[src/rtl/vac_pkg.sv]
package vac_pkg;

  localparam int COMP_W  = 24;
  localparam int SC_W    = 31;
  localparam int PROD_W  = 2 * SC_W;
  localparam int SUM_W   = 64;
  localparam int DM_W    = 30;
  localparam int RAD_W   = 62;
  localparam int ROOT_W  = 31;
  localparam int REM_W   = 33;
  localparam int CV_W    = 36;
  localparam int CZ_W    = 34;
  localparam int ANG_W   = 18;
  localparam int TOLSQ_W = 48;
  localparam int SNAP_W  = 16;
  localparam int ISQ_N   = ROOT_W;
  localparam int CORDIC_N = 28;

  localparam logic [ANG_W-1:0]       PI_Q16      = 18'd205887;
  localparam logic [ANG_W-1:0]       HALF_PI_Q16 = 18'd102944;
  localparam logic signed [CZ_W-1:0] HALF_PI_Q30 = 34'sd1686629713;

  typedef enum logic [1:0] {
    REG_SQR_POINT_TOL = 2'd0,
    REG_SNAP_TOL      = 2'd1,
    REG_ANG_MARGIN    = 2'd2
  } cfg_reg_t;

  typedef enum logic [1:0] {
    DIR_DIFFERENT = 2'd0,
    DIR_SAME      = 2'd1,
    DIR_OPPOSITE  = 2'd2
  } dir_t;

  typedef struct packed {
    logic signed [COMP_W-1:0] a_x;
    logic signed [COMP_W-1:0] a_y;
    logic signed [COMP_W-1:0] a_z;
    logic signed [COMP_W-1:0] b_x;
    logic signed [COMP_W-1:0] b_y;
    logic signed [COMP_W-1:0] b_z;
  } in_item_t;

  typedef struct packed {
    logic             angle_defined;
    logic [ANG_W-1:0] angle_rad;
    logic             is_parallel;
    logic [1:0]       direction_code;
    logic             is_perpendicular;
  } out_item_t;

  typedef struct packed {
    logic [RAD_W-1:0]  rad;
    logic [REM_W-1:0]  rem;
    logic [ROOT_W-1:0] root;
  } isq_st_t;

  typedef struct packed {
    logic [DM_W-1:0] d_mag;
    logic            d_neg;
    logic            dt_neg;
    logic            defined;
  } side_t;

  typedef struct packed {
    logic signed [CV_W-1:0] x;
    logic signed [CV_W-1:0] y;
    logic signed [CZ_W-1:0] z;
  } crd_st_t;

  function automatic logic signed [CZ_W-1:0] atan_q30(input int i);
    logic signed [CZ_W-1:0] a;
    case (i)
      0:  a = 34'sd843314857;
      1:  a = 34'sd497837829;
      2:  a = 34'sd263043837;
      3:  a = 34'sd133525159;
      4:  a = 34'sd67021688;
      5:  a = 34'sd33543516;
      6:  a = 34'sd16775851;
      7:  a = 34'sd8388437;
      8:  a = 34'sd4194283;
      9:  a = 34'sd2097149;
      10: a = 34'sd1048576;
      11: a = 34'sd524288;
      12: a = 34'sd262144;
      13: a = 34'sd131072;
      14: a = 34'sd65536;
      15: a = 34'sd32768;
      16: a = 34'sd16384;
      17: a = 34'sd8192;
      18: a = 34'sd4096;
      19: a = 34'sd2048;
      20: a = 34'sd1024;
      21: a = 34'sd512;
      22: a = 34'sd256;
      23: a = 34'sd128;
      24: a = 34'sd64;
      25: a = 34'sd32;
      26: a = 34'sd16;
      27: a = 34'sd8;
      default: a = '0;
    endcase
    return a;
  endfunction

  // position of the highest set bit, zero for zero
  function automatic logic [6:0] msb_pos(input logic [63:0] v);
    logic [6:0] p;
    p = '0;
    for (int i = 0; i < 64; i++) begin
      if (v[i]) p = 7'(i);
    end
    return p;
  endfunction

endpackage

[src/rtl/vac_isqrt_cell.sv]
module vac_isqrt_cell import vac_pkg::*; (
  input  logic    clk,
  input  logic    rst_n,
  input  logic    in_v,
  input  isq_st_t in_st,
  input  side_t   in_side,
  output logic    out_v,
  output isq_st_t out_st,
  output side_t   out_side
);

  logic [REM_W+1:0] rem_sh;
  logic [REM_W+1:0] trial;
  logic             ge;
  isq_st_t          st_nxt;
  logic             v_r;
  isq_st_t          st_r;
  side_t            side_r;

  // one result bit per cell: bring down two radicand bits, try root*4+1
  always_comb begin
    rem_sh = {in_st.rem, in_st.rad[RAD_W-1 -: 2]};
    trial  = (REM_W+2)'({in_st.root, 2'b01});
    ge     = (rem_sh >= trial);
    st_nxt.rem  = ge ? REM_W'(rem_sh - trial) : REM_W'(rem_sh);
    st_nxt.root = {in_st.root[ROOT_W-2:0], ge};
    st_nxt.rad  = {in_st.rad[RAD_W-3:0], 2'b00};
  end

  always_ff @(posedge clk) begin
    if (!rst_n) begin
      v_r <= 1'b0;
    end else begin
      v_r <= in_v;
    end
  end

  always_ff @(posedge clk) begin
    st_r   <= st_nxt;
    side_r <= in_side;
  end

  assign out_v    = v_r;
  assign out_st   = st_r;
  assign out_side = side_r;

endmodule

[config.mk]
export PLATFORM = sky130hd
export DESIGN_NAME = vac_isqrt_cell
export DESIGN_NICKNAME = d
export VERILOG_FILES = /design/src/rtl/vac_pkg.sv /design/src/rtl/vac_isqrt_cell.sv
export SDC_FILE = /design/constraint.sdc
export NUM_CORES = 1
export LEC_CHECK = 0
export BUFFER_PORTS_ARGS = -buffer_cell sky130_fd_sc_hd__buf_2
export CAP_MARGIN = 25
export CELL_PAD_IN_SITES_DETAIL_PLACEMENT = 1
export CELL_PAD_IN_SITES_GLOBAL_PLACEMENT = 2
export CORE_ASPECT_RATIO = 1.75
export CORE_MARGIN = 8
export CORE_UTILIZATION = 27
export CTS_BUF_LIST = sky130_fd_sc_hd__clkbuf_4 sky130_fd_sc_hd__clkbuf_8 sky130_fd_sc_hd__clkbuf_16
export DETAILED_ROUTE_END_ITERATION = 10
export GPL_TIMING_DRIVEN = 0
export PLACE_DENSITY_LB_ADDON = 0.25
export SLEW_MARGIN = 20
export SYNTH_ARGS = -nofsm -noshare
export SYNTH_HDL_FRONTEND = slang
export SYNTH_SLANG_ARGS = --single-unit
[constraint.sdc]
create_clock -name clk -period 6.1 [get_ports clk]
set_clock_uncertainty 0.05 [all_clocks]
set_input_delay 0.61 -clock clk [delete_from_list [all_inputs] [get_ports clk]]
set_output_delay 0.61 -clock clk [all_outputs]
set_load 0.05 [all_outputs]
# Word-level counts from Yosys, hierarchy flattened
# Cells that the tools add are included.
[word_totals]
regBits = 158
in_bits = 162
output_inout_bits = 160
wordCells = 11
[classes]
n_addsub = 1
order_cmp = 1
muxes = 1
[op_table]
columns = ["cell", "n"]
rows = [
  ["35-bit by 33-bit greater-or-equal comparator with 1-bit output", 1],
  ["33-bit two-way mux", 1],
  ["33-bit subtractor", 1],
]

# Logic depth before layout (Yosys ltp)
[depth]
ltp_word = 2
depth_mapped = 14
depth_no_buf = 10

# Worst setup path after synthesis
# Ideal clock, no wire load.
[synth_path]
kind = "input to register"
startpoint = "input in_st[30] (netlist name)"
endpoint = "register st_r (netlist bit out_st[40])"
setup_ps = 121
arrival_time_ps = 2774
required_ps = 5929
setup_slack_ps = 3154
stages = 12
n_path_buf = 3
cell_sequence = "inv_1 > ha_1 > nor3b_2 > nand4_1 > or4_1 > o21a_1 > buf_6 > o21a_4 > buf_12 > inv_12 > buf_12 > mux2_4"
[synth_rtl]
columns = ["element", "line", "text"]
rows = [
  ["start, declared", "vac_isqrt_cell.sv:5", "input isq_st_t in_st,"],
  ["end signal, assigned", "vac_isqrt_cell.sv:39", "st_r <= st_nxt;"],
  ["end, declared", "vac_isqrt_cell.sv:17", "isq_st_t st_r;"],
]

==> results by stage <==
Synthesis:
- After synthesis, the cell types taking the most area are sky130_fd_sc_hd__dfxtp_1 (53%), sky130_fd_sc_hd__ha_1 (7.0%), sky130_fd_sc_hd__mux2_4 (4.6%).
- The cell area after synthesis is 5940 µm².
- The number of flops mapped to enable cells by yosys is 0.
- The synthesis-stage register bit count is 158.
- A synthesized cell averages 10.8 µm².
- The leading area contributor after synthesis is sky130_fd_sc_hd__dfxtp_1.
- For this run, the leading register cell type out of synthesis is sky130_fd_sc_hd__dfxtp_1.
- The register area share after synthesis is 53.3%.
- The top cell type by area accounts for 53.3% of the synthesized area.
- After synthesis, the netlist uses 60 different library cells.
- The total of warnings raised by yosys is 0.
- Synthesis handed over a netlist of 548 instances.
- The share of async-settable or async-resettable flops after synthesis is 0%.

Final layout:
- The fraction of final layout cells with drive strength greater than 1 is 44.4%.
- At the end of the flow, the number of nets in the layout was 1082.
- The final standard cell count with taps included and fillers excluded is 1194.
- Summing all multi-input logic gate instances after layout gives 2440 µm².
- The final antenna diode count is 0.
- The number of filler instances in the final layout is 2599.
- Compared with the post-synthesis result, the final layout area differs by 42.7%.
- The footprint of the flip-flops and latches is 3160 µm².

Drt:
- The via count is 5319.
- The first-iteration detailed-routing DRC count is 127.
- The average wire per standard cell is 19.4 µm.
- The aggregate routed wire length is 23100 µm.
- The detailed-router iteration count before antenna repair is 4.
- In this run the remaining antenna-violating nets after routing total 0.
- For this run, design rule violations remaining after detail routing come to 0.
- The via count normalized by instance count is 4.45.

Placement:
- The count of buffers added on input and output ports is 319.
- At the placement stage, the worst setup path has a slack of 2510 ps.
- Including well taps, the total number of placed cells is 1164.
- The HPWL after detailed placement is 19700 µm.
- The placer's final routability congestion estimate is 0.837.

Critical path:
- The worst setup path is launched from an input pin.
- The total buffers and inverters traversed by the critical path is 5.
- The peak per-stage delay on the critical path is 410 ps.
- At the worst endpoint, the arrival time is 3340 ps.
- The worst path required time is 6370 ps.
- Along the worst path, the maximum fanout reaches 10.
- Broken down by cell family, the worst path's largest delay share belongs to compound AO/OA/AOI/OAI gates.
- STA classifies the critical path endpoint as a flip-flop.
- Walking the worst path, the cells encountered are buf_2, inv_1, ha_1, a21oi_1, o21ai_0, a21oi_1, o2111ai_2, a41oi_4, o21a_4, buf_12, inv_12, buf_12, mux2_4.
- The slowest stage of the critical path belongs to the cell sky130_fd_sc_hd__a41oi_4.
- The critical path in this run is classified as input pin to flip-flop.

Global routing:
- The number of global-route vias before repair is 5836.
- The total track usage is 16.9%.
- The first global-routing pass estimated 34000 µm of wire.
- The global route total overflow is 0.
- Entering global routing, the biggest net connects 17 pins.
- The number of antenna violations at the first check in global routing came to 4.

Clock tree:
- The buffer depth of the longest clock path is 2.
- The TritonCTS sink count is 158.
- The number of setup buffers added after CTS is 0.
- The root buffer cell is sky130_fd_sc_hd__clkbuf_16.
- Once the clock tree was built, the resizer swapped 0 gates to a different size.
- The CTS tree is yes.
- The number of clock buffers added by TritonCTS is 17.
- The clock tree synthesis step divided the H-tree into 4 levels.
- For this design, the CTS-stage hold fixing added 0 buffers.
- The clock-pin slew of the registers on the worst-case setup and hold paths is 60 ps.

Outcome:
- The flow ran to the end, and the final reports show no timing, DRC or antenna violations.

Floorplan:
- For this design the top-level I/O count stands at 322.
- Measured along the x axis, the die boundary spans 128 µm.
- The die is 212 µm tall.
- The initial standard-cell utilization of the core is 27.1%.
- The total area inside the core boundary comes to 21900 µm².
- The die outline area is 27200 µm².
- The total number of placement rows is 72.

STA:
- The worst path uses 50.3% of the clock period.
- Setup repair after global routing left no endpoint under its margin.
- Setup violations remaining at the end of the flow were counted as 0.
- Summed over all failing endpoints, the final setup total negative slack is 0 ps.
- The least setup slack across all paths after layout is 3030 ps.
- The highest clock rate is 0.326 GHz.
- The final number of max-transition violations is 0.
- The measured slew at the worst slew-check pin is 705 ps.
- The total count of hold-check failures in the final report was 0.
- The relative max-transition margin is 51.8%.
- The final critical-path required period is 3070 ps.

Power:
- The static power due to leakage is 0.00417 µW.
- The worst-case vdd ir drop is 0.144 mV.
- The cell area power density is 355 nW/µm².

Job:
- Max-cap violations in this run came to 0.

Hold path:
- The path class of the tightest hold or removal check is input pin to flip-flop.
==> stage by stage <==
stage | hold slack (ps) | power (µW) | util [%] | area [µm²]
6_report | 223 | 3010 | 38.7 | 8470
5_1_grt | 204 | 3150 | 38.7 | 8470
2_1_floorplan | 588 | 1760 | - | 5940
3_3_place_gp | 662 | 1990 | 36.1 | 7910
3_5_place_dp | 664 | 2000 | 36.1 | 7910
4_1_cts | 186 | 3070 | 38.7 | 8470
==> cell families after synthesis <==
family,after synthesis,synth area share (%)
buffers and inverters,65,5.63
DFF,158,53.3
xor gates and xnor gates,24,3.54
and+or+nand+nor,112,9.25
adders and majority gates,33,6.95
muxes,28,6.36
AOI/OAI and AO/OA,127,14.9
other,1,0.0632
==> metal layers <==
layer	up-vias	GRT usage (%)	share of wire [%]	routed length, µm
met5	-	0	0.14	32
met4	4	6.84	1.6	380
met3	26	8.39	11	2610
met2	234	32.2	54	12500
met1	2472	14.5	33	7590
li1	2583	-	-	-
==> synth_stat cells (2+ instances only) <==
library cell,number
sky130_fd_sc_hd__dfxtp_1,158
sky130_fd_sc_hd__inv_1,50
sky130_fd_sc_hd__a21oi_1,37
sky130_fd_sc_hd__ha_1,33
sky130_fd_sc_hd__nand2_1,30
sky130_fd_sc_hd__nor2_1,27
sky130_fd_sc_hd__xnor2_1,22
sky130_fd_sc_hd__o21ai_0,20
sky130_fd_sc_hd__mux2_4,18
sky130_fd_sc_hd__nand3_1,12
sky130_fd_sc_hd__nor3_1,11
sky130_fd_sc_hd__o211ai_1,10
sky130_fd_sc_hd__o21a_1,7
sky130_fd_sc_hd__mux2_2,6
sky130_fd_sc_hd__nand2b_1,6
sky130_fd_sc_hd__nand4_1,6
sky130_fd_sc_hd__o31ai_1,6
sky130_fd_sc_hd__buf_2,5
sky130_fd_sc_hd__nor4_1,5
sky130_fd_sc_hd__o21bai_1,5
sky130_fd_sc_hd__a211oi_1,4
sky130_fd_sc_hd__a21o_1,4
sky130_fd_sc_hd__and3_1,4
sky130_fd_sc_hd__mux2i_1,4
sky130_fd_sc_hd__a2111oi_0,3
sky130_fd_sc_hd__a211o_1,3
sky130_fd_sc_hd__a21oi_2,3
sky130_fd_sc_hd__a221oi_1,3
sky130_fd_sc_hd__and2_1,3
sky130_fd_sc_hd__buf_12,3
sky130_fd_sc_hd__a21boi_0,2
sky130_fd_sc_hd__a31oi_1,2
sky130_fd_sc_hd__buf_4,2
sky130_fd_sc_hd__buf_6,2
sky130_fd_sc_hd__clkbuf_1,2
sky130_fd_sc_hd__nor2b_1,2
sky130_fd_sc_hd__o2111ai_1,2
sky130_fd_sc_hd__o21ai_1,2
sky130_fd_sc_hd__o31a_1,2
sky130_fd_sc_hd__xor2_1,2
==> where the power goes <==
| part | internal [µW] | switching (µW) | leakage (µW) | total, µW |
|---|---|---|---|---|
| clock | 616 | 428 | 0.000279 | 1040 |
| combinational | 246 | 575 | 0.00256 | 821 |
| sequential | 1120 | 19.5 | 0.00133 | 1140 |
| total | 1990 | 1020 | 0.00417 | 3010 |
==> cell usage in the layout, fill, tap and decap left out, types with 12 or more instances in the layout <==
master,n
sky130_fd_sc_hd__a21oi_1,37
sky130_fd_sc_hd__buf_2,324
sky130_fd_sc_hd__clkbuf_16,17
sky130_fd_sc_hd__dfxtp_1,158
sky130_fd_sc_hd__ha_1,33
sky130_fd_sc_hd__inv_1,50
sky130_fd_sc_hd__mux2_4,18
sky130_fd_sc_hd__nand2_1,30
sky130_fd_sc_hd__nand3_1,12
sky130_fd_sc_hd__nor2_1,27
sky130_fd_sc_hd__o21ai_0,20
sky130_fd_sc_hd__xnor2_1,22
==> state kept, by name (all words and copies together), names as in the netlist <==
name      flops
out_v         1
out_st      124
out_side     33
==> layout make-up <==
type,count,area share [%]
sequential,158,37.3
multi-input combinational,326,28.8
timing repair buffer,319,18.8
clock buffer,20,5.36
tap,296,4.37
inverter,51,2.41
buffer,14,1.54
clock inverter,10,1.33
==> worst paths after layout <==
kind       from                  to  slack, ps  depth (start not counted)
max   in_st[16]  out_st[54]$_DFF_P_       3030                         13
min   in_st[68]  out_st[70]$_DFF_P_        220                          1
Note: power is estimated with default switching activity, not from simulation.
