==> config.mk <==
export PLATFORM = sky130hd
export DESIGN_NAME = vac_cordic_cell
export DESIGN_NICKNAME = d
export VERILOG_FILES = /design/src/rtl/vac_pkg.sv /design/src/rtl/vac_cordic_cell.sv
export SDC_FILE = /design/constraint.sdc
export NUM_CORES = 1
export LEC_CHECK = 0
export ABC_AREA = 1
export CORE_ASPECT_RATIO = 0.7
export CORE_UTILIZATION = 35
export CTS_CLUSTER_DIAMETER = 60
export DETAILED_ROUTE_END_ITERATION = 8
export DONT_BUFFER_PORTS = 1
export SLEW_MARGIN = 20
export SYNTH_ARGS = -nofsm -noshare
export SYNTH_HDL_FRONTEND = slang
export SYNTH_SLANG_ARGS = --single-unit
==> constraint.sdc <==
create_clock -name clk -period 5.93 [get_ports clk]
set_input_delay 0.593 -clock clk [delete_from_list [all_inputs] [get_ports clk]]
set_output_delay 0.593 -clock clk [all_outputs]
set_load 0.05 [all_outputs]
==> src/rtl/vac_pkg.sv <==
package vac_pkg;

  localparam int COMP_W  = 24;
  localparam int SC_W    = 31;
  localparam int PROD_W  = 2 * SC_W;
  localparam int SUM_W   = 64;
  localparam int DM_W    = 30;
  localparam int RAD_W   = 62;
  localparam int ROOT_W  = 31;
  localparam int REM_W   = 33;
  localparam int CV_W    = 36;
  localparam int CZ_W    = 34;
  localparam int ANG_W   = 18;
  localparam int TOLSQ_W = 48;
  localparam int SNAP_W  = 16;
  localparam int ISQ_N   = ROOT_W;
  localparam int CORDIC_N = 28;

  localparam logic [ANG_W-1:0]       PI_Q16      = 18'd205887;
  localparam logic [ANG_W-1:0]       HALF_PI_Q16 = 18'd102944;
  localparam logic signed [CZ_W-1:0] HALF_PI_Q30 = 34'sd1686629713;

  typedef enum logic [1:0] {
    REG_SQR_POINT_TOL = 2'd0,
    REG_SNAP_TOL      = 2'd1,
    REG_ANG_MARGIN    = 2'd2
  } cfg_reg_t;

  typedef enum logic [1:0] {
    DIR_DIFFERENT = 2'd0,
    DIR_SAME      = 2'd1,
    DIR_OPPOSITE  = 2'd2
  } dir_t;

  typedef struct packed {
    logic signed [COMP_W-1:0] a_x;
    logic signed [COMP_W-1:0] a_y;
    logic signed [COMP_W-1:0] a_z;
    logic signed [COMP_W-1:0] b_x;
    logic signed [COMP_W-1:0] b_y;
    logic signed [COMP_W-1:0] b_z;
  } in_item_t;

  typedef struct packed {
    logic             angle_defined;
    logic [ANG_W-1:0] angle_rad;
    logic             is_parallel;
    logic [1:0]       direction_code;
    logic             is_perpendicular;
  } out_item_t;

  typedef struct packed {
    logic [RAD_W-1:0]  rad;
    logic [REM_W-1:0]  rem;
    logic [ROOT_W-1:0] root;
  } isq_st_t;

  typedef struct packed {
    logic [DM_W-1:0] d_mag;
    logic            d_neg;
    logic            dt_neg;
    logic            defined;
  } side_t;

  typedef struct packed {
    logic signed [CV_W-1:0] x;
    logic signed [CV_W-1:0] y;
    logic signed [CZ_W-1:0] z;
  } crd_st_t;

  function automatic logic signed [CZ_W-1:0] atan_q30(input int i);
    logic signed [CZ_W-1:0] a;
    case (i)
      0:  a = 34'sd843314857;
      1:  a = 34'sd497837829;
      2:  a = 34'sd263043837;
      3:  a = 34'sd133525159;
      4:  a = 34'sd67021688;
      5:  a = 34'sd33543516;
      6:  a = 34'sd16775851;
      7:  a = 34'sd8388437;
      8:  a = 34'sd4194283;
      9:  a = 34'sd2097149;
      10: a = 34'sd1048576;
      11: a = 34'sd524288;
      12: a = 34'sd262144;
      13: a = 34'sd131072;
      14: a = 34'sd65536;
      15: a = 34'sd32768;
      16: a = 34'sd16384;
      17: a = 34'sd8192;
      18: a = 34'sd4096;
      19: a = 34'sd2048;
      20: a = 34'sd1024;
      21: a = 34'sd512;
      22: a = 34'sd256;
      23: a = 34'sd128;
      24: a = 34'sd64;
      25: a = 34'sd32;
      26: a = 34'sd16;
      27: a = 34'sd8;
      default: a = '0;
    endcase
    return a;
  endfunction

  // position of the highest set bit, zero for zero
  function automatic logic [6:0] msb_pos(input logic [63:0] v);
    logic [6:0] p;
    p = '0;
    for (int i = 0; i < 64; i++) begin
      if (v[i]) p = 7'(i);
    end
    return p;
  endfunction

endpackage

==> src/rtl/vac_cordic_cell.sv <==
module vac_cordic_cell import vac_pkg::*; #(
  parameter int STEP = 0
) (
  input  logic    clk,
  input  crd_st_t in_st,
  output crd_st_t out_st
);

  crd_st_t st_nxt;
  crd_st_t st_r;

  generate
    if (STEP < CORDIC_N) begin : g_rot
      logic signed [CV_W-1:0] xs;
      logic signed [CV_W-1:0] ys;
      always_comb begin
        xs = in_st.x >>> STEP;
        ys = in_st.y >>> STEP;
        if (!in_st.y[CV_W-1]) begin
          st_nxt.x = in_st.x + ys;
          st_nxt.y = in_st.y - xs;
          st_nxt.z = in_st.z + atan_q30(STEP);
        end else begin
          st_nxt.x = in_st.x - ys;
          st_nxt.y = in_st.y + xs;
          st_nxt.z = in_st.z - atan_q30(STEP);
        end
      end
    end else begin : g_hold
      // trailing cells only keep pace with the square root chain
      always_comb begin
        st_nxt = in_st;
      end
    end
  endgenerate

  always_ff @(posedge clk) begin
    st_r <= st_nxt;
  end

  assign out_st = st_r;

endmodule

## Word level (Yosys, flattened, before mapping)

Index checks and enable logic that the tools add are counted.
W data, S select, Z words.

- Add/subtract/negate cells: 5
- Mux-type cells: 1

Operator list:

| cell | number |
|---|---|
| $mux W106 | 1 |
| $sub A36 B36 Y36 | 2 |
| $add A36 B36 Y36 | 1 |
| $add A34 B31 Y34 const B | 1 |
| $sub A34 B31 Y34 const B | 1 |

- Register bits: 106
- Input port bits: 107
- Logic and storage cells: 9

## Logic depth before layout (Yosys ltp)

Gate-level depths: netlist (run 1).

- Word-level depth: 2
- Depth in mapped cells: 17
- Gate-level depth less buffers: 16

## Worst setup path after synthesis (run 1)

Ideal clock, no wire load.

- Path type: input to register
- Start point: input port in_st[69] (netlist name)
- End point: register st_r, in the netlist out_st[22]
- Library setup time: 0.112 ns
- Data arrival time: 2.223 ns
- Setup slack: 3.595 ns
- Stages: 13
- Cells stage by stage: clkinv_1 > buf_2 > ha_1 > a21oi_1 > nand2_1 > nand2_1 > nand2_1 > a21oi_1 > o21ai_1 > nand2_1 > nand2_1 > nand2_1 > nand2_1

RTL lines:

| element | line | source |
|---|---|---|
| start, declared | vac_cordic_cell.sv:5 | `input crd_st_t in_st,` |
| end signal, assigned | vac_cordic_cell.sv:38 | `st_r <= st_nxt;` |
| end, declared | vac_cordic_cell.sv:10 | `crd_st_t st_r;` |

==> flow_summary_export.csv, run 1 <==
group,metric,value,unit
outcome,status,"complete, no violations",
worst_setup_path,startpoint,"in_st[52]",
yosys,synthTopCellsByArea,"nand2_1, dfxtp_1, ha_1, inv_1, nand3_1",
yosys,synth_flop_cell,"dfxtp_1",
worst_setup_path,crit_chain,"inv_1 -> ha_1 -> a21oi_1 -> o21ai_0 -> a21oi_1 -> nor2_1 -> nor2_1 -> nand2_1 -> nand2_1 -> nand3_1 -> nand2_1",
power_and_ir_drop,vdd_drop_max,0.0001400,V
finish,layout-drive-gt1-share,4.300,%
routing,drc,0,
worst_hold_path,hp-class,"input pin to flip-flop",
global_route,antenna_found_initial,0,
yosys,yosysWarnings,0,
floorplan,floorplan.initialDensity,35.52,%
placed_design,gp_congestion,0.9619,
yosys,yosysTopAreaCell,"nand2_1",
global_route,grt-ovfl-total,0,
global_route,grt_max_degree,84,
finish,largest_reg_flops,105,
cts,cts-buffers-inserted,9,
routing,vias,13190,
worst_setup_path,worstPathRequired,6270,ps
worst_setup_path,path_buf_inv,1,
floorplan,num_rows,57,
sta,setup-tns-final,0,ps
sta,rsz0062_at_grt,"false",
worst_hold_path,holdCritStartpoint,"in_st[0]",
worst_setup_path,path_delay_family,"compound AO/OA/AOI/OAI gates",
sta,tightest_slew,946.4,ps
sta,final_hold_viol_count,0,
cts,cts_root_buf,"clkbuf_16",
yosys,ys_seq_area_share,17.04,%
worst_setup_path,setup.worst_path.class,"input pin to flip-flop",
sta,finalSetupViolations,0,
yosys,syn_inst,2101,
worst_setup_path,slowest_delay,530,ps
floorplan,die_height,159.1,µm
floorplan,coreArea,34730,µm²
floorplan,io_pins,213,
global_route,grt_use_total,25.91,%
cts,clk_path_buf_depth,2,
yosys,synth-async-reset-ratio,0,%
cts,cts_setup_buffers,0,
sta,fin_crit_sh,42.37,%
worst_setup_path,crit_fanout,10,
yosys,synth_top_area_share,19.68,%
routing,drt-pass1-iter-count,5,
routing,drt_iter0_drc,1257,
yosys,syn_area,12340,µm²
floorplan,die_x,226.4,µm
cts,cts-resized-gates,0,
worst_setup_path,cpMaxStageDelayCell,"a21oi_1",
finish,final_nets,2317,
yosys,synth_edf_count,0,
floorplan,dieArea,36020,µm²
cts,tritoncts,"built",
finish,syn2layout_area_growth,4.563,%
sta,fmax,398.0,MHz
routing,viasPerCell,5.190,
cts,htree_num_levels,3,
sta,finalCriticalPeriod,2513,ps
cts,hold_buffers,0,
yosys,ys_ff_latch,105,
sta,slew-limit-headroom,36.82,%
worst_setup_path,cp-end-kind,"flip-flop",
worst_setup_path,worstSetupStartpointType,"input pin",
job,cap_violations,0,
yosys,ys_types,45,
global_route,grt_pass1_wl,70370,µm
finish,stdcell_area,12900,µm²
routing,routed_wl,47250,µm
placed_design,place_hpwl,40190,µm
worst_setup_path,worstPathArrival,2850,ps
power_and_ir_drop,powerDensity,243.6,nW/µm²
sta,final_max_slew_viol_count,0,
worst_setup_path,crit_top_cell,"nand2_1",
cts,clkTransAtPathRegs,80,ps
yosys,syn_nets,2353,
routing,wl_per_cell,18.59,µm
placed_design,placed_area,12610,µm²
routing,ant_nets,0,
placed_design,portBuffers,0,
power_and_ir_drop,leakage,6.907,nW
cts,clock_sinks,105,
global_route,grt_pass1_vias,12040,
finish,n_antenna_cell,0,
yosys,syn_area_per_cell,5.872,µm²
synthesized netlist by cell type (2+ instances only):
library cell and instances:
nand3_1 179, nand2_2 21, o21bai_1 24, o21ai_1 9, nand3b_1 4, nor4_1 2, nand3_2 9, and2_1 6
clkbuf_1 4, buf_2 12, buf_4 24, a21oi_1 147, inv_2 5, o21ai_2 4, buf_1 2, fa_1 4
or2_2 3, xnor2_1 6, or2_0 2, dfxtp_1 105, buf_6 6, nor3_1 18, inv_1 330, a21o_1 5
o22ai_1 9, a21oi_2 6, nand4_1 13, a31oi_1 5, nand2_1 647, nor2_1 181, nor2_2 20, ha_1 141
o21a_1 5, o21ai_0 90, xor2_1 43
routing by layer:
layer | track usage [%] | wire, µm | vias up
li1 | - | - | 6547
met1 | 39.64 | 23590 | 6032
met2 | 36.15 | 18440 | 579
met3 | 6.440 | 4721 | 34
met4 | 4.392 | 500 | 0
met5 | 0 | 0 | -
cells in the final DEF, fill, tap and decap left out, types with 2 or more instances in the layout:
| cell | synthesis | layout |
|---|---|---|
| nand2_2 | 21 | 21 |
| fa_1 | 4 | 4 |
| nand3b_1 | 4 | 4 |
| nor2_1 | 181 | 181 |
| o21ai_1 | 9 | 9 |
| o21bai_1 | 24 | 24 |
| xnor2_1 | 6 | 6 |
| nor2_2 | 20 | 20 |
| ha_1 | 141 | 141 |
| nor3_1 | 18 | 18 |
| a21o_1 | 5 | 5 |
| or2_2 | 3 | 3 |
| inv_2 | 5 | 6 |
| dfxtp_1 | 105 | 105 |
| inv_6 | 0 | 2 |
| nand2_1 | 647 | 647 |
| nand3_1 | 179 | 179 |
| clkbuf_16 | 0 | 9 |
| o21ai_0 | 90 | 90 |
| clkinv_4 | 0 | 2 |
| inv_1 | 330 | 330 |
| or2_0 | 2 | 2 |
| o21ai_2 | 4 | 4 |
| a31oi_1 | 5 | 5 |
| a21oi_2 | 6 | 6 |
| o21a_1 | 5 | 5 |
| nor4_1 | 2 | 2 |
| and2_1 | 6 | 6 |
| nand4_1 | 13 | 13 |
| o22ai_1 | 9 | 9 |
| a21oi_1 | 147 | 147 |
| nand3_2 | 9 | 9 |
| xor2_1 | 43 | 43 |
path summary, 6_finish.rpt:
path / to / slack [ps] / cells after the start
worst max-delay path: out_st[61]$_DFF_P_ / 3420 / 11
worst min-delay path: out_st[0]$_DFF_P_ / 310 / 1
layout make-up:
| cell class | instances | area, µm² |
|---|---|---|
| fill | 3940 | 21830 |
| clock inverter | 7 | 70.07 |
| clock buffer | 9 | 225.2 |
| multi-input combinational | 1612 | 8645 |
| timing repair buffer | 1 | 7.507 |
| inverter | 336 | 1261 |
| tap | 472 | 590.6 |
| sequential | 105 | 2102 |
where the power goes:
group	switching (W)	internal [W]
Combinational	0.000773	0.000337
Sequential	0.000551	0.000843
Clock	0.000340	0.000299
Total	0.00166	0.00148
per-stage QoR:
step / cells / total power, W / hold slack, ps / util (%) / setup slack [ps]
after floorplan: 2101 / 0.002182 / 682.5 / - / 3595
after global placement: 2526 / 0.002488 / 710.6 / 36.29 / 3079
after CTS: 2542 / 0.003145 / 290.0 / 37.14 / 3521
final: 2542 / 0.003143 / 309.7 / 37.14 / 3417
after detailed placement: 2526 / 0.002491 / 706.0 / 36.29 / 3082
after global routing: 2542 / 0.003320 / 295.7 / 37.14 / 3285
cells by family after synthesis:
| group | after synthesis | synth area share, % |
|---|---|---|
| simple gates | 1110 | 37.92 |
| flops | 105 | 17.04 |
| compound gates | 308 | 13.72 |
| buf+inv | 384 | 12.90 |
| fa+ha+maj | 145 | 14.95 |
| xor+xnor | 49 | 3.478 |
Note: power is estimated with default switching activity, not from simulation.
==> inputs of run 2 (changes only) <==
--- a/config.mk
+++ b/config.mk
@@ -5,7 +5,7 @@
 export SDC_FILE = /design/constraint.sdc
 export NUM_CORES = 1
 export LEC_CHECK = 0
-export ABC_AREA = 1
+export ABC_AREA = 0
 export CORE_ASPECT_RATIO = 0.7
 export CORE_UTILIZATION = 35
 export CTS_CLUSTER_DIAMETER = 60
==> constraint.sdc (replaced) <==
create_clock -name clk -period 2.5 [get_ports clk]
set_input_delay 0.25 -clock clk [delete_from_list [all_inputs] [get_ports clk]]
set_output_delay 0.25 -clock clk [all_outputs]
set_load 0.05 [all_outputs]
==> flow_summary_export.csv, run 2 <==
group,metric,value,unit
yosys,syn_area_per_cell,7.794,µm²
worst_setup_path,slowest_delay,540,ps
routing,drt-pass1-iter-count,7,
cts,clkTransAtPathRegs,80,ps
sta,final_max_slew_viol_count,0,
cts,clk_path_buf_depth,2,
sta,fmax,410.6,MHz
yosys,synthTopCellsByArea,"dfxtp_1, ha_1, a21oi_1, xnor2_1, inv_1",
routing,drc,0,
cts,htree_num_levels,3,
yosys,syn_inst,1278,
power_and_ir_drop,p_seq_share,46.4,%
floorplan,coreArea,27890,µm²
worst_setup_path,worstSetupStartpointType,"input pin",
yosys,yosysMostFrequentCell,"a21oi_1",
yosys,ys_seq_area_share,21.10,%
finish,final_nets,1752,
placed_design,gp_congestion,0.9243,
routing,wl_per_cell,19.32,µm
yosys,ys_top_cells_by_count,"a21oi_1, ha_1, inv_1, dfxtp_1, nor2_1",
worst_setup_path,worstPathRequired,2770,ps
sta,slew-limit-headroom,38.05,%
worst_hold_path,hp-class,"input pin to flip-flop",
routing,drt_iter0_drc,879,
yosys,synth_edf_count,0,
sta,finalCriticalPeriod,2436,ps
yosys,synth_flop_cell,"dfxtp_1",
power_and_ir_drop,p_sw_share,48.20,%
yosys,syn_nets,1530,
placed_design,place_hpwl,29420,µm
floorplan,floorplan.initialDensity,35.72,%
routing,routed_wl,36230,µm
placed_design,portBuffers,0,
placed_design,placed_area,12560,µm²
power_and_ir_drop,clkPwrFrac,18.2,%
finish,stdcell_area,13080,µm²
worst_setup_path,worstPathArrival,2700,ps
floorplan,num_rows,51,
power_and_ir_drop,powerDensity,606.1,nW/µm²
worst_setup_path,cpMaxStageDelayCell,"or4_1",
floorplan,io_pins,213,
routing,viasPerCell,5.377,
finish,n_antenna_cell,0,
cts,cts-buffers-inserted,9,
floorplan,die_x,203.6,µm
worst_setup_path,crit_fanout,5,
yosys,ys_types,81,
yosys,syn_area,9961,µm²
yosys,synth-async-reset-ratio,0,%
worst_setup_path,crit_chain,"inv_1 -> ha_4 -> or4_1 -> a31oi_2 -> o31ai_2 -> buf_12 -> a21bo_1 -> a31oi_4 -> o21ai_4 -> and4b_1 -> a2111oi_2",
job,cap_violations,0,
yosys,yosysTopAreaCell,"dfxtp_1",
finish,nFillCells,2729,
worst_setup_path,path_delay_family,"compound AO/OA/AOI/OAI gates",
power_and_ir_drop,p_sw,0.003821,W
global_route,grt_pass1_vias,9744,
global_route,grt_pass1_wl,55020,µm
sta,fin_crit_sh,97.43,%
finish,layout-drive-gt1-share,26.40,%
power_and_ir_drop,p_int,0.004106,W
floorplan,dieArea,29150,µm²
global_route,antenna_found_initial,0,
finish,syn2layout_area_growth,31.31,%
outcome,status,"complete, no violations",
global_route,grt_max_degree,112,
finish,final_cell_count_no_fill,1875,
floorplan,die_height,143.1,µm
power_and_ir_drop,vdd_drop_max,0.0003589,V
power_and_ir_drop,pwr-share-comb,35.4,%
worst_setup_path,path_buf_inv,2,
cts,clock_sinks,105,
worst_setup_path,setup.worst_path.class,"input pin to flip-flop",
global_route,grt-ovfl-total,0,
placed_design,dp_cells,1855,
sta,rsz0062_at_grt,"true",
worst_setup_path,cp-end-kind,"flip-flop",
sta,finalSetupViolations,0,
yosys,yosysWarnings,0,
cts,cts_root_buf,"clkbuf_16",
finish,final_common_cell,"buf_4",
sta,final_hold_viol_count,0,
yosys,ys_ff_latch,105,
sta,tightest_slew,927.9,ps
cts,tritoncts,"built",
finish,final_cell_mix,"buf_4, a21oi_1, ha_1",
finish,largest_reg_flops,105,
routing,vias,10080,
yosys,synth_top_area_share,21.10,%
routing,ant_nets,0,
global_route,grt_use_total,24.55,%
power_and_ir_drop,leakage,6.126,nW
-- run 2: repair_timing --
| action | in CTS | in global routing |
|---|---|---|
| endpoints found under the setup margin | 7 | 25 |
| pin swaps | 1 | 9 |
| setup buffers | 0 | 2 |
| gates resized for setup | 9 | 31 |
| hold endpoints to repair | 4 | 0 |
| hold buffers | 3 | 0 |
-- run 2: final timing paths --
path / startpoint / end / slack (ps) / depth (start not counted)
max: in_st[39] / out_st[99]$_DFF_P_ / 60 / 11
min: in_st[70] / out_st[70]$_DFF_P_ / 40 / 2
-- run 2: metal layers --
layer	share of wire, %	track usage, %	vias up
met3	8.5	6.458	20
li1	-	-	4938
met1	49	36.32	4715
met5	0	0	-
met4	0.90	4.393	0
met2	41	35.18	409
-- run 2: area by class of cell --
cell class / count / area [µm²] / share of cell area, %
multi-input cells: 995 / 7732 / 59.12
flip-flops and latches: 105 / 2102 / 16.07
repair buffers: 267 / 2028 / 15.51
inverters: 122 / 473.0 / 3.616
well taps: 371 / 464.2 / 3.549
clock buffers: 10 / 239.0 / 1.827
clock inverters: 5 / 41.29 / 0.3157
-- run 2: stage by stage --
stage                     hold slack [ps]  util (%)  power [W]  setup TNS (ps)  setup slack, ps
final                               41.53     46.91   0.007927               0            64.28
after global routing                31.79     46.91   0.008312          -73.76           -57.68
after CTS                           26.64     46.29   0.007890               0            3.928
after detailed placement            315.2     45.05   0.006403          -11680           -560.9
after global placement              309.1     45.05   0.006386          -10950           -487.5
after floorplan                     306.5         -   0.005312          -308.5           -101.0
-- run 2: cell families (layout without fill, tap and decap cells) --
group	Yosys count	in the layout	synth area share, %
AO/OA/AOI/OAI	437	437	28.26
buffers and inverters	178	404	6.921
flip-flops	105	105	21.10
adder cells (fa/ha/maj)	145	145	18.52
AND/OR/NAND/NOR	297	297	14.70
multiplexers	21	21	2.148
XOR/XNOR	95	95	8.353
-- run 2: power by group through the flow --
stage	logic, W	clock network [W]	registers (W)
finish	0.00281	0.00144	0.00368
floorplan	0.00170	0	0.00361
CTS	0.00272	0.00149	0.00369
global route	0.00305	0.00155	0.00371
global placement	0.00266	0	0.00372
detailed placement	0.00268	0	0.00372
==> inputs of run 3 (changes only) <==
--- a/config.mk
+++ b/config.mk
@@ -6,11 +6,13 @@
 export NUM_CORES = 1
 export LEC_CHECK = 0
 export ABC_AREA = 0
+export CAP_MARGIN = 20
 export CORE_ASPECT_RATIO = 0.7
 export CORE_UTILIZATION = 35
 export CTS_CLUSTER_DIAMETER = 60
 export DETAILED_ROUTE_END_ITERATION = 8
 export DONT_BUFFER_PORTS = 1
+export PLACE_DENSITY = 0.56
 export SLEW_MARGIN = 20
 export SYNTH_ARGS = -nofsm -noshare
 export SYNTH_HDL_FRONTEND = slang
==> constraint.sdc (replaced) <==
create_clock -name clk -period 2.5 [get_ports clk]
set_input_delay 0.25 -clock clk [delete_from_list [all_inputs] [get_ports clk]]
set_output_delay 0.25 -clock clk [all_outputs]
set_load 0.01 [all_outputs]
==> flow_summary_export.csv, run 3 (synthesis results as in run 2) <==
group,metric,value,unit
cts,cts_root_buf,"clkbuf_16",
routing,ant_nets,0,
global_route,grt_pass1_vias,9602,
placed_design,portBuffers,0,
cts,cts-buffers-inserted,9,
floorplan,num_rows,51,
finish,n_antenna_cell,0,
cts,clock_sinks,105,
floorplan,floorplan.initialDensity,35.72,%
routing,vias,10090,
sta,final_max_slew_viol_count,0,
sta,rsz0062_at_grt,"true",
placed_design,gp_congestion,0.9573,
routing,drt-pass1-iter-count,5,
floorplan,die_x,203.6,µm
finish,final_cell_mix,"buf_4, a21oi_1, ha_1",
sta,tightest_slew,457.4,ps
power_and_ir_drop,vdd_drop_max,0.0002903,V
worst_setup_path,worstPathRequired,2790,ps
worst_hold_path,hp-class,"input pin to flip-flop",
global_route,grt_use_total,24.55,%
routing,drt_iter0_drc,889,
routing,routed_wl,36280,µm
worst_setup_path,setup.worst_path.class,"input pin to flip-flop",
floorplan,die_height,143.1,µm
floorplan,dieArea,29150,µm²
finish,ff_latch_area,2102,µm²
cts,clkTransAtPathRegs,80,ps
worst_setup_path,worstSetupStartpointType,"input pin",
global_route,grt-ovfl-total,0,
sta,whs,39.38,ps
global_route,antenna_found_initial,0,
floorplan,io_pins,213,
finish,final_nets,1743,
finish,final_cell_count_no_fill,1867,
global_route,grt_max_degree,113,
placed_design,place_hpwl,29600,µm
sta,fin_crit_sh,96.96,%
cts,clk_path_buf_depth,2,
cts,tritoncts,"built",
floorplan,coreArea,27890,µm²
placed_design,dp_cells,1848,
routing,drc,0,
sta,finalCriticalPeriod,2424,ps
outcome,status,"complete, no violations",
routing,wl_per_cell,19.43,µm
worst_setup_path,crit_fanout,9,
finish,largest_reg_flops,105,
finish,syn2layout_area_growth,31.69,%
sta,final_hold_viol_count,0,
finish,multi_input_area,7809,µm²
sta,slew-limit-headroom,69.24,%
finish,final_common_cell,"buf_4",
worst_setup_path,worstPathArrival,2710,ps
global_route,grt_pass1_wl,54920,µm
finish,nFillCells,2790,
routing,viasPerCell,5.403,
worst_setup_path,cp-end-kind,"flip-flop",
job,cap_violations,0,
cts,htree_num_levels,3,
sta,fmax,412.5,MHz
power_and_ir_drop,powerDensity,520.0,nW/µm²
power_and_ir_drop,leakage,6.100,nW
finish,layout-drive-gt1-share,26.20,%
sta,finalSetupViolations,0,
-- run 3: critical path, stage by stage --
cell and delay, ps:
inv_1 20, ha_2 410, inv_2 100, a2111oi_4 410
a21oi_2 130, a21oi_4 230, a211oi_1 110, buf_4 170
o21bai_1 210, a21oi_1 100, a31oi_1 280, buf_4 170
xnor2_1 120
-- run 3: routing by layer --
layer	track usage [%]	routed length (µm)	vias up
met4	5.738	599	0
met2	34.16	14610	402
met1	36.93	18360	4704
met3	5.979	2705	41
met5	0	0	-
li1	-	-	4940
-- run 3: timing repair --
action | 4_1_cts | 5_1_grt
hold buffers | 2 | 0
resized for setup | 4 | 55
pin swaps | 2 | 15
hold endpoints to repair | 3 | 0
endpoints found under the setup margin | 3 | 33
buffers inserted | 0 | 2
-- run 3: cell type report --
class                           instances  share of cell area, %
Clock buffer                           10                  1.746
Clock inverter                          6                 0.5055
Inverter                              122                  3.672
Multi-Input combinational cell        995                  59.53
Sequential cell                       105                  16.02
Tap cell                              371                  3.539
Timing Repair Buffer                  258                  14.98
-- run 3: final timing paths --
kind / from / to / cells past startpoint
max: in_st[38] / out_st[63]$_DFF_P_ / 13
min: in_st[70] / out_st[70]$_DFF_P_ / 2
-- run 3: per-stage QoR --
stage               utilization, %  power, W  setup TNS (ps)  instance area [µm²]  worst slack, ps
finish                       47.04  0.006821               0                13120            76.03
global route                 47.04  0.007202          -49.75                13120           -25.52
CTS                          46.09  0.006763               0                12850            15.05
detailed placement           44.86  0.005199          -11560                12510           -466.2
global placement             44.86  0.005190          -10710                12510           -444.7
floorplan                        -  0.004111          -308.5                10410           -101.0
-- run 3: report_power, final --
| group | internal [W] | switching (W) |
|---|---|---|
| Sequential | 0.00208 | 0.000393 |
| Clock | 0.000784 | 0.000744 |
| Combinational | 0.00132 | 0.00150 |
